===== config.mk =====
export PLATFORM = sky130hd
export DESIGN_NAME = traffic_light_mode_sequencer
export DESIGN_NICKNAME = d
export VERILOG_FILES = /design/src/rtl/core/tlms_pkg.sv /design/src/rtl/core/tlms_press.sv /design/src/rtl/core/tlms_phase.sv /design/src/rtl/core/traffic_light_mode_sequencer.sv
export SDC_FILE = /design/constraint.sdc
export NUM_CORES = 1
export LEC_CHECK = 0
export BUFFER_PORTS_ARGS = -buffer_cell sky130_fd_sc_hd__buf_2
export CAP_MARGIN = 20
export CORE_ASPECT_RATIO = 1.25
export CORE_MARGIN = 2
export CORE_UTILIZATION = 55
export DETAILED_ROUTE_END_ITERATION = 6
export PLACE_DENSITY = 0.71
export SETUP_SLACK_MARGIN = 0.05
export SLEW_MARGIN = 20
export SYNTH_ARGS = -nofsm -noshare
export SYNTH_HDL_FRONTEND = slang
export SYNTH_HIERARCHICAL = 1
export SYNTH_SLANG_ARGS = --single-unit
export TNS_END_PERCENT = 50

===== constraint.sdc =====
create_clock -name i_clk -period 3.5 [get_ports i_clk]
set_input_delay 1.05 -clock i_clk [delete_from_list [all_inputs] [get_ports i_clk]]
set_output_delay 1.05 -clock i_clk [all_outputs]
set_load 0.01 [all_outputs]

===== src/rtl/core/tlms_pkg.sv =====
package tlms_pkg;

    localparam int unsigned NUM_BUTTONS = 5;
    localparam int unsigned TICK_W      = 17;
    localparam int unsigned LOCKOUT_W   = 10;
    localparam int unsigned CFG_IDX_W   = 3;

    typedef enum logic [1:0] {
        MODE_LIGHT  = 2'd0,
        MODE_HEAVY  = 2'd1,
        MODE_NIGHT  = 2'd2,
        MODE_MANUAL = 2'd3
    } t_mode;

    // Phase codes of a timed cycle. Night mode uses only the first two.
    localparam logic [1:0] PH_FIRST  = 2'd0;
    localparam logic [1:0] PH_SECOND = 2'd1;
    localparam logic [1:0] PH_THIRD  = 2'd2;

    // Button positions within the level word.
    localparam int unsigned BTN_TOGGLE = 4;

    // Configuration register indexes.
    localparam logic [CFG_IDX_W-1:0] REG_LIGHT_GREEN  = 3'd0;
    localparam logic [CFG_IDX_W-1:0] REG_LIGHT_YELLOW = 3'd1;
    localparam logic [CFG_IDX_W-1:0] REG_LIGHT_RED    = 3'd2;
    localparam logic [CFG_IDX_W-1:0] REG_HEAVY_GREEN  = 3'd3;
    localparam logic [CFG_IDX_W-1:0] REG_HEAVY_YELLOW = 3'd4;
    localparam logic [CFG_IDX_W-1:0] REG_HEAVY_RED    = 3'd5;
    localparam logic [CFG_IDX_W-1:0] REG_BLINK_HALF   = 3'd6;
    localparam logic [CFG_IDX_W-1:0] REG_LOCKOUT      = 3'd7;

    localparam logic [TICK_W-1:0]    RST_LIGHT_GREEN  = 17'd20000;
    localparam logic [TICK_W-1:0]    RST_LIGHT_YELLOW = 17'd10000;
    localparam logic [TICK_W-1:0]    RST_LIGHT_RED    = 17'd30000;
    localparam logic [TICK_W-1:0]    RST_HEAVY_GREEN  = 17'd60000;
    localparam logic [TICK_W-1:0]    RST_HEAVY_YELLOW = 17'd10000;
    localparam logic [TICK_W-1:0]    RST_HEAVY_RED    = 17'd70000;
    localparam logic [TICK_W-1:0]    RST_BLINK_HALF   = 17'd1000;
    localparam logic [LOCKOUT_W-1:0] RST_LOCKOUT      = 10'd50;

    // Phase lengths handed to the sequencer.
    typedef struct packed {
        logic [TICK_W-1:0] light_green;
        logic [TICK_W-1:0] light_yellow;
        logic [TICK_W-1:0] light_red;
        logic [TICK_W-1:0] heavy_green;
        logic [TICK_W-1:0] heavy_yellow;
        logic [TICK_W-1:0] heavy_red;
        logic [TICK_W-1:0] blink_half;
    } t_phase_cfg;

    // Button state after this tick's press has been applied.
    typedef struct packed {
        t_mode                  sel_mode;
        logic                   man_dir;
        logic [NUM_BUTTONS-1:0] indicators;
    } t_press_state;

    typedef struct packed {
        logic  red;
        logic  yellow;
        logic  green;
        t_mode shown_mode;
    } t_lamps;

endpackage


===== src/rtl/core/tlms_press.sv =====
module tlms_press
    import tlms_pkg::*;
(
    input  logic                   i_clk,
    input  logic                   i_rst_n,
    input  logic                   i_advance,
    input  logic [NUM_BUTTONS-1:0] i_levels,
    input  logic [LOCKOUT_W-1:0]   i_lockout,
    output t_press_state           o_next
);

    localparam logic [LOCKOUT_W-1:0] SINCE_MAX = {LOCKOUT_W{1'b1}};

    logic [NUM_BUTTONS-1:0] r_prev_levels;
    logic [LOCKOUT_W-1:0]   r_since;
    t_press_state           r_state;

    logic [NUM_BUTTONS-1:0] edges;
    logic                   accepted;
    logic [LOCKOUT_W-1:0]   n_since;
    t_press_state           n_state;

    assign edges = i_levels & ~r_prev_levels;

    always_comb begin
        n_state  = r_state;
        accepted = 1'b0;
        if (edges != '0 && r_since >= i_lockout) begin
            accepted = 1'b1;
            // The lowest-numbered rising button wins.
            priority if (edges[0]) begin
                n_state.sel_mode      = MODE_LIGHT;
                n_state.indicators[0] = 1'b1;
            end else if (edges[1]) begin
                n_state.sel_mode      = MODE_HEAVY;
                n_state.indicators[1] = 1'b1;
            end else if (edges[2]) begin
                n_state.sel_mode      = MODE_NIGHT;
                n_state.indicators[2] = 1'b1;
            end else if (edges[3]) begin
                n_state.sel_mode      = MODE_MANUAL;
                n_state.indicators[3] = 1'b1;
            end else begin
                n_state.man_dir               = ~r_state.man_dir;
                n_state.indicators[BTN_TOGGLE] = 1'b1;
            end
        end
        if (accepted) begin
            n_since = '0;
        end else if (r_since != SINCE_MAX) begin
            n_since = r_since + 1'b1;
        end else begin
            n_since = r_since;
        end
    end

    assign o_next = n_state;

    always_ff @(posedge i_clk) begin
        if (!i_rst_n) begin
            r_prev_levels <= '0;
            r_since       <= '0;
            r_state       <= '{sel_mode: MODE_LIGHT, man_dir: 1'b0, indicators: '0};
        end else if (i_advance) begin
            r_prev_levels <= i_levels;
            r_since       <= n_since;
            r_state       <= n_state;
        end
    end

endmodule


===== src/rtl/core/tlms_phase.sv =====
module tlms_phase
    import tlms_pkg::*;
(
    input  logic       i_clk,
    input  logic       i_rst_n,
    input  logic       i_advance,
    input  t_phase_cfg i_cfg,
    input  t_mode      i_sel_mode,
    input  logic       i_man_dir,
    output t_lamps     o_lamps
);

    t_mode             r_active;
    logic [1:0]        r_phase;
    logic [TICK_W-1:0] r_elapsed;

    t_mode             n_active;
    logic [1:0]        n_phase;
    logic [TICK_W-1:0] n_elapsed;

    logic [1:0]        last_ph;
    logic [1:0]        ph;
    logic [TICK_W-1:0] len;
    logic [TICK_W:0]   elapsed_inc;
    logic              ph_done;

    always_comb begin
        unique case (r_active)
            MODE_NIGHT: last_ph = PH_SECOND;
            default:    last_ph = PH_THIRD;
        endcase
        ph = (r_phase > last_ph) ? last_ph : r_phase;

        unique case (r_active)
            MODE_LIGHT: begin
                unique case (ph)
                    PH_FIRST:  len = i_cfg.light_green;
                    PH_SECOND: len = i_cfg.light_yellow;
                    default:   len = i_cfg.light_red;
                endcase
            end
            MODE_HEAVY: begin
                unique case (ph)
                    PH_FIRST:  len = i_cfg.heavy_green;
                    PH_SECOND: len = i_cfg.heavy_yellow;
                    default:   len = i_cfg.heavy_red;
                endcase
            end
            default: len = i_cfg.blink_half;
        endcase

        elapsed_inc = {1'b0, r_elapsed} + 1'b1;
        ph_done     = elapsed_inc >= {1'b0, len};

        o_lamps.shown_mode = r_active;
        o_lamps.red        = 1'b0;
        o_lamps.yellow     = 1'b0;
        o_lamps.green      = 1'b0;
        n_active           = r_active;
        n_phase            = r_phase;
        n_elapsed          = r_elapsed;

        if (r_active == MODE_MANUAL) begin
            o_lamps.red   = i_man_dir;
            o_lamps.green = ~i_man_dir;
            if (i_sel_mode != r_active) begin
                n_active  = i_sel_mode;
                n_phase   = PH_FIRST;
                n_elapsed = '0;
            end
        end else begin
            if (r_active == MODE_NIGHT) begin
                o_lamps.yellow = (ph == PH_FIRST);
            end else begin
                o_lamps.green  = (ph == PH_FIRST);
                o_lamps.yellow = (ph == PH_SECOND);
                o_lamps.red    = (ph == PH_THIRD);
            end
            if (ph_done) begin
                n_elapsed = '0;
                // The selected mode takes over only once the cycle is complete.
                if (ph >= last_ph) begin
                    n_active = i_sel_mode;
                    n_phase  = PH_FIRST;
                end else begin
                    n_phase = ph + 1'b1;
                end
            end else begin
                n_elapsed = elapsed_inc[TICK_W-1:0];
                n_phase   = ph;
            end
        end
    end

    always_ff @(posedge i_clk) begin
        if (!i_rst_n) begin
            r_active  <= MODE_LIGHT;
            r_phase   <= PH_FIRST;
            r_elapsed <= '0;
        end else if (i_advance) begin
            r_active  <= n_active;
            r_phase   <= n_phase;
            r_elapsed <= n_elapsed;
        end
    end

endmodule


===== src/rtl/core/traffic_light_mode_sequencer.sv =====
// Traffic light mode sequencer.
// Input channel: one request per millisecond tick, carrying the five button
// levels (light, heavy, night, manual, toggle) on i_button_levels.
// Output channel: one result per request with the three lamp bits, the
// sticky press indicators and the mode that drives the lamps on that tick.
// A request is taken on an edge where its valid is high and its stall low.
// The result of a request is shown on the output register in the cycle
// after it is taken. One request is taken per cycle while o_in_stall is low;
// all state is updated by one pass of logic over the mode, phase and
// lockout counters.
// When the receiver stalls, the result is held and the input stalls only
// if the output register is still full, so no result is lost or repeated.
// Configuration writes take effect on the edge of i_cfg_we and should only
// be made while no request is in flight.
// Synchronous active-low reset restores the default phase lengths and
// lockout, selects light-traffic mode at its first phase and clears the
// indicators, the button history and the output valid flag.
module traffic_light_mode_sequencer
    import tlms_pkg::*;
(
    input  logic                   i_clk,
    input  logic                   i_rst_n,
    input  logic                   i_in_valid,
    output logic                   o_in_stall,
    input  logic [NUM_BUTTONS-1:0] i_button_levels,
    output logic                   o_out_valid,
    input  logic                   i_out_stall,
    output logic                   o_lamp_red,
    output logic                   o_lamp_yellow,
    output logic                   o_lamp_green,
    output logic [NUM_BUTTONS-1:0] o_press_indicators,
    output logic [1:0]             o_running_mode,
    input  logic                   i_cfg_we,
    input  logic [CFG_IDX_W-1:0]   i_cfg_index,
    input  logic [TICK_W-1:0]      i_cfg_data
);

    t_phase_cfg             r_cfg;
    logic [LOCKOUT_W-1:0]   r_lockout;

    logic                   r_out_valid;
    t_lamps                 r_lamps;
    logic [NUM_BUTTONS-1:0] r_indicators;

    logic                   advance;
    t_press_state           press_next;
    t_lamps                 lamps;

    assign o_in_stall = r_out_valid & i_out_stall;
    assign advance    = i_in_valid & ~o_in_stall;

    always_ff @(posedge i_clk) begin
        if (!i_rst_n) begin
            r_cfg.light_green  <= RST_LIGHT_GREEN;
            r_cfg.light_yellow <= RST_LIGHT_YELLOW;
            r_cfg.light_red    <= RST_LIGHT_RED;
            r_cfg.heavy_green  <= RST_HEAVY_GREEN;
            r_cfg.heavy_yellow <= RST_HEAVY_YELLOW;
            r_cfg.heavy_red    <= RST_HEAVY_RED;
            r_cfg.blink_half   <= RST_BLINK_HALF;
            r_lockout          <= RST_LOCKOUT;
        end else if (i_cfg_we) begin
            unique case (i_cfg_index)
                REG_LIGHT_GREEN:  r_cfg.light_green  <= i_cfg_data;
                REG_LIGHT_YELLOW: r_cfg.light_yellow <= i_cfg_data;
                REG_LIGHT_RED:    r_cfg.light_red    <= i_cfg_data;
                REG_HEAVY_GREEN:  r_cfg.heavy_green  <= i_cfg_data;
                REG_HEAVY_YELLOW: r_cfg.heavy_yellow <= i_cfg_data;
                REG_HEAVY_RED:    r_cfg.heavy_red    <= i_cfg_data;
                REG_BLINK_HALF:   r_cfg.blink_half   <= i_cfg_data;
                REG_LOCKOUT:      r_lockout          <= i_cfg_data[LOCKOUT_W-1:0];
                default:          r_lockout          <= r_lockout;
            endcase
        end
    end

    tlms_press u_press (
        .i_clk     (i_clk),
        .i_rst_n   (i_rst_n),
        .i_advance (advance),
        .i_levels  (i_button_levels),
        .i_lockout (r_lockout),
        .o_next    (press_next)
    );

    tlms_phase u_phase (
        .i_clk      (i_clk),
        .i_rst_n    (i_rst_n),
        .i_advance  (advance),
        .i_cfg      (r_cfg),
        .i_sel_mode (press_next.sel_mode),
        .i_man_dir  (press_next.man_dir),
        .o_lamps    (lamps)
    );

    always_ff @(posedge i_clk) begin
        if (!i_rst_n) begin
            r_out_valid <= 1'b0;
        end else if (advance) begin
            r_out_valid <= 1'b1;
        end else if (!i_out_stall) begin
            r_out_valid <= 1'b0;
        end
    end

    always_ff @(posedge i_clk) begin
        if (advance) begin
            r_lamps      <= lamps;
            r_indicators <= press_next.indicators;
        end
    end

    assign o_out_valid        = r_out_valid;
    assign o_lamp_red         = r_lamps.red;
    assign o_lamp_yellow      = r_lamps.yellow;
    assign o_lamp_green       = r_lamps.green;
    assign o_press_indicators = r_indicators;
    assign o_running_mode     = r_lamps.shown_mode;

`ifndef ASSERT_OFF
    a_stall_needs_full: assert property (@(posedge i_clk) disable iff (!i_rst_n)
        o_in_stall |-> o_out_valid)
        else $error("input stalled while output register is empty");

    a_lamps_exclusive: assert property (@(posedge i_clk) disable iff (!i_rst_n)
        o_out_valid |-> $onehot0({o_lamp_red, o_lamp_yellow, o_lamp_green}))
        else $error("more than one lamp lit");

    a_night_yellow_only: assert property (@(posedge i_clk) disable iff (!i_rst_n)
        (o_out_valid && o_running_mode == MODE_NIGHT) |-> (!o_lamp_red && !o_lamp_green))
        else $error("red or green lit in night mode");

    a_manual_steady: assert property (@(posedge i_clk) disable iff (!i_rst_n)
        (o_out_valid && o_running_mode == MODE_MANUAL)
            |-> (!o_lamp_yellow && (o_lamp_red != o_lamp_green)))
        else $error("manual mode lamps not steady red or green");

    a_timed_one_lamp: assert property (@(posedge i_clk) disable iff (!i_rst_n)
        (o_out_valid && (o_running_mode == MODE_LIGHT || o_running_mode == MODE_HEAVY))
            |-> $onehot({o_lamp_red, o_lamp_yellow, o_lamp_green}))
        else $error("timed cycle shows no lamp");
`endif

endmodule


==> impl_results.md <==
- Min Tclk post-route: 3.26 ns
- Critical path required time: 3.81 ns
- Critical-path cell list: nand3_1, and4bb_4, and3_4, and3_4, xor2_2, ha_1, a21oi_2, o211ai_1, o211ai_1, buf_4, nand4_4, and2_1, o21ai_0
- Async SR Flop Fraction: 0%
- Detailed-router iteration count before antenna repair: 5
- Leak: 4.50 nW
- Fin worst setup slack: 0.243 ns
- Signal arrival time at the worst endpoint: 3.57 ns
- Average cell area after synthesis: roughly 9.4 um^2
- Standard-cell rows: 53
- Portion of total power attributed to combinational logic: about 6.7%
- Number of enable flip-flop cells after synthesis: 10
- Buffering stage count on the worst path with inverters included: 1
- Yosys reg bits: 184
- Total instance count after detailed placement: 1224
- Max Clk Rate: 307 MHz
- Fraction of layout cells with a size suffix above 1: 14.5%
- Cell internal pwr: roughly 3.3 mW
- Largest vdd supply drop: 0.000338 V
- Antenna violations before repair: 0
- TritonCTS buffer count: 17
- CTS clk-pin slew, worst paths: 0.07 ns
- Via count: around 7300
- Number of distinct library cells after synthesis: 86
- Endpoint kind of the worst setup timing path: register
- Buffer cell driving the clock tree root: clkbuf_16
- Antenna Nets Post-Route: 0
- Number of cells produced by synthesis: 1000
- Final standard cell area without fillers: 10400 um^2
- Switching portion of total power: 24.1%
- Post-detail-place hpwl: 15.3 mm
- Grt total ovfl: 0
- Initial drt markers: between 500 and 600
- Overall die width: 121 um
- Dominant combinational cell family by area after synthesis: simple AND/OR/NAND/NOR gates
- Final count of hold timing violations: 0
- Number of buffers on the longest clock path: 2
- Power spent charging and discharging nets: approximately 1.1 mW
- H-tree depth: 4
- Total negative slack: 0 ns
- Starting utilization of the core area: 55.9%
- Clock share of power: approximately 44%
- Adder and majority gate portion of the synthesized area: 4.00%
- Final Max Tran Viols: 0
- Routed wire per std cell: 17.8 um
- CP Class: register to register
- Port bufs: 41
- Total clock sinks: about 180
- Result of the run: finished clean
- Via density per instance: 5.78
- I/O pin count: between 40 and 50
- TritonCTS clock tree: built
- Relative area change from synthesis to final layout: 11.2%
- Max_slew headroom: 43.4%
- Power per Cell Area: 423 nW/um^2
- Die ar.: 18100 um^2
- Tcrit/Tclk final: between 90 and 100%
- Worst Setup Start Kind: register
- Pin count of the biggest net entering global routing: 64
- Final Skew: around 0.0093 ns
- Fraction of the yosys area taken by sequential cells: 40.3%
- Synth Area in XOR/XNOR: 1.95%
- Synthesized area: 9380 um^2
- Post-synthesis share of cell area spent on and, or, nand and nor gates: 20.2%
- Synthesized-area fraction occupied by ao, oa, aoi and oai cells: 11.5%
- FILL cells: 1417
- Overall track demand over capacity in global routing: approximately a quarter
- Measured slew at the worst slew-check pin: ~0.84 ns
- First-pass GRT wire length: 35.5 mm
- Clock latency reported for the late side of the worst-skew pair: 0.44 ns
- RePlAce Congestion: 0.875
- Nets in the synthesized netlist: between 1000 and 1500
- Stage delay of the slowest cell on the critical path: 0.41 ns
- Fraction of the core area covered by cells at the end of the flow: a little over 60%
- Vertical die dimension: 150 um
- Core box area: 16800 um^2
- Path category of the worst min-delay check: register to register
- Dominant synthesized flop cell: dfxtp_1
- Max stage delay cell, worst path: and4bb_4
- Antenna fix cells: 0
- Unrepaired setup endpoints after global routing: yes
- Number of warning messages in the yosys log: 6
- # Max-Cap Violations: 0
- Worst hold-check slack: 0.454 ns
- Pre-CTS setup slack: 0.147 ns
- Worst-path fanout max: 7
- Setup-violating endpoint count in the final report: 0
- Relative contribution of sequential cells to total power: 49.5%
- Total Power: 4.41 mW
- Via count of the first global-routing pass: 6937
- Final cell count without fillers: 1260
- Final wirelength: 22.4 mm
- Post-route DRC: 0
- DP Area: a little under 10000 um^2
- Worst path top cell family by delay: simple AND/OR/NAND/NOR gates
- Share of synthesized area spent on multiplexers: 16.9%
- Number of nets in the final layout: 1088
-- cell type report --
cell class              instances  area (um^2)  share of cell area, %
clock buffers                  20          479                   4.59
clock inverters                11          110                   1.06
inverters                      32          120                   1.15
multi-input cells             718         5170                   49.5
flip-flops and latches        184         3790                   36.3
well taps                     220          275                   2.64
repair buffers                 75          492                   4.71
-- synth_stat cells, types with 4 or more instances --
cell      count  share of area (%)
buf_6         5               0.60
a221o_1       5               0.53
a31o_2        4               0.37
nor3b_1       8               0.64
o31ai_1      12               0.96
nor3_1        9               0.48
o22ai_1      11               0.73
a221oi_1      7               0.65
a21oi_1      20                1.1
buf_2        21                1.1
a32oi_1       4               0.37
dfxtp_1     174                 37
and3_1        5               0.33
o21bai_1      4               0.32
inv_1        30                1.2
a211oi_1     14                1.1
nand2b_1      6               0.40
xor2_1       14                1.3
nand2_1     160                6.4
edfxtp_1     10                3.2
mux2i_1     155                 17
ha_1         30                4.0
nand3_1      17               0.91
nor2b_1      63                4.2
nor2_1       29                1.2
o21a_1        7               0.56
o21ai_0      33                1.8
nand3b_1      6               0.48
xnor2_1       5               0.47
and2_1       15                1.0
nand4_1      11               0.73
a22oi_1       5               0.40
clkbuf_1     33                1.3
-- sequential cells by signal, summed over array words and instances, names as in the netlist --
| name | count |
|---|---|
| r_lockout | 10 |
| u_press/r_since | 10 |
| o_running_mode | 2 |
| u_press/r_prev_levels | 5 |
| u_phase/r_active | 2 |
| o_press_indicators | 5 |
| o_lamp_green | 1 |
| u_phase/r_elapsed | 17 |
| r_cfg | 119 |
| o_out_valid | 1 |
| o_lamp_red | 1 |
| u_phase/r_phase | 2 |
| o_lamp_yellow | 1 |
| u_press/r_state | 8 |
-- cells in the final DEF, fill, tap and decap left out, drive strengths merged, types with 5 or more instances in the layout --
cell type and count:
dfxtp 174, nand2 160, mux2i 155, buf 75
nor2b 64, inv 36, o21ai 35, ha 30
nor2 29, a21oi 22, clkbuf 20, nand3 17
and2 16, a211oi 16, xor2 15, nand4 13
o31ai 12, o22ai 11, edfxtp 10, nor3 10
nor3b 8, o21a 7, a221oi 7, and3 7
nand2b 6, nand3b 6, a22oi 5, xnor2 5
a221o 5
-- kinds of logic after synthesis --
kind of cell	count (synthesis)
flip-flops	184
AND/OR/NAND/NOR	359
XOR/XNOR	20
AO/OA/AOI/OAI	151
adder cells (fa/ha/maj)	30
multiplexers	157
buffers and inverters	99
-- layer usage --
metal / global-route usage [%] / share of wire (%) / vias to the layer above
met5: 0 / 0 / -
met4: 10.6 / 3.1 / 0
met3: 4.15 / 3.8 / 45
met2: 42.7 / 49 / 174
met1: 30.8 / 44 / 3488
li1: - / - / 3572
-- power by group through the flow --
stage                     combinational, mW  clock (mW)  sequential (mW)
after floorplan                       0.206           0             2.23
after global placement                0.288           0             2.23
after CTS                             0.293        1.96             2.18
final                                 0.294        1.93             2.18
after detailed placement              0.292           0             2.23
after global routing                  0.322        2.05             2.19
-- worst register-to-register path, delay by kind of cell, from the launching register on --
kind            cells  cell delay, ns
compound gates      4            0.79
simple gates        6            1.35
flops               1            0.39
buf+inv             1            0.16
xor+xnor            1            0.16
fa+ha+maj           1            0.28
-- final timing paths --
path / cells past startpoint / from / to / slack, ns
setup reg to reg: 13 / u_phase/r_elapsed[1]$_SDFFE_PN0P_ / u_phase/r_active[1]$_SDFFE_PN0P_ / 0.24
hold reg to reg: 2 / r_cfg[18]$_SDFFE_PN0P_ / r_cfg[18]$_SDFFE_PN0P_ / 0.45
setup / recovery: 13 / u_phase/r_elapsed[1]$_SDFFE_PN0P_ / u_phase/r_active[1]$_SDFFE_PN0P_ / 0.24
hold / removal: 2 / r_cfg[18]$_SDFFE_PN0P_ / r_cfg[18]$_SDFFE_PN0P_ / 0.45
-- what timing repair did --
item | in CTS | in global routing
resized for setup | 0 | 11
setup endpoints to repair | 0 | 18
buffers inserted | 0 | 4
hold buffers | 0 | 0
Note: power is estimated with default switching activity, not from simulation.
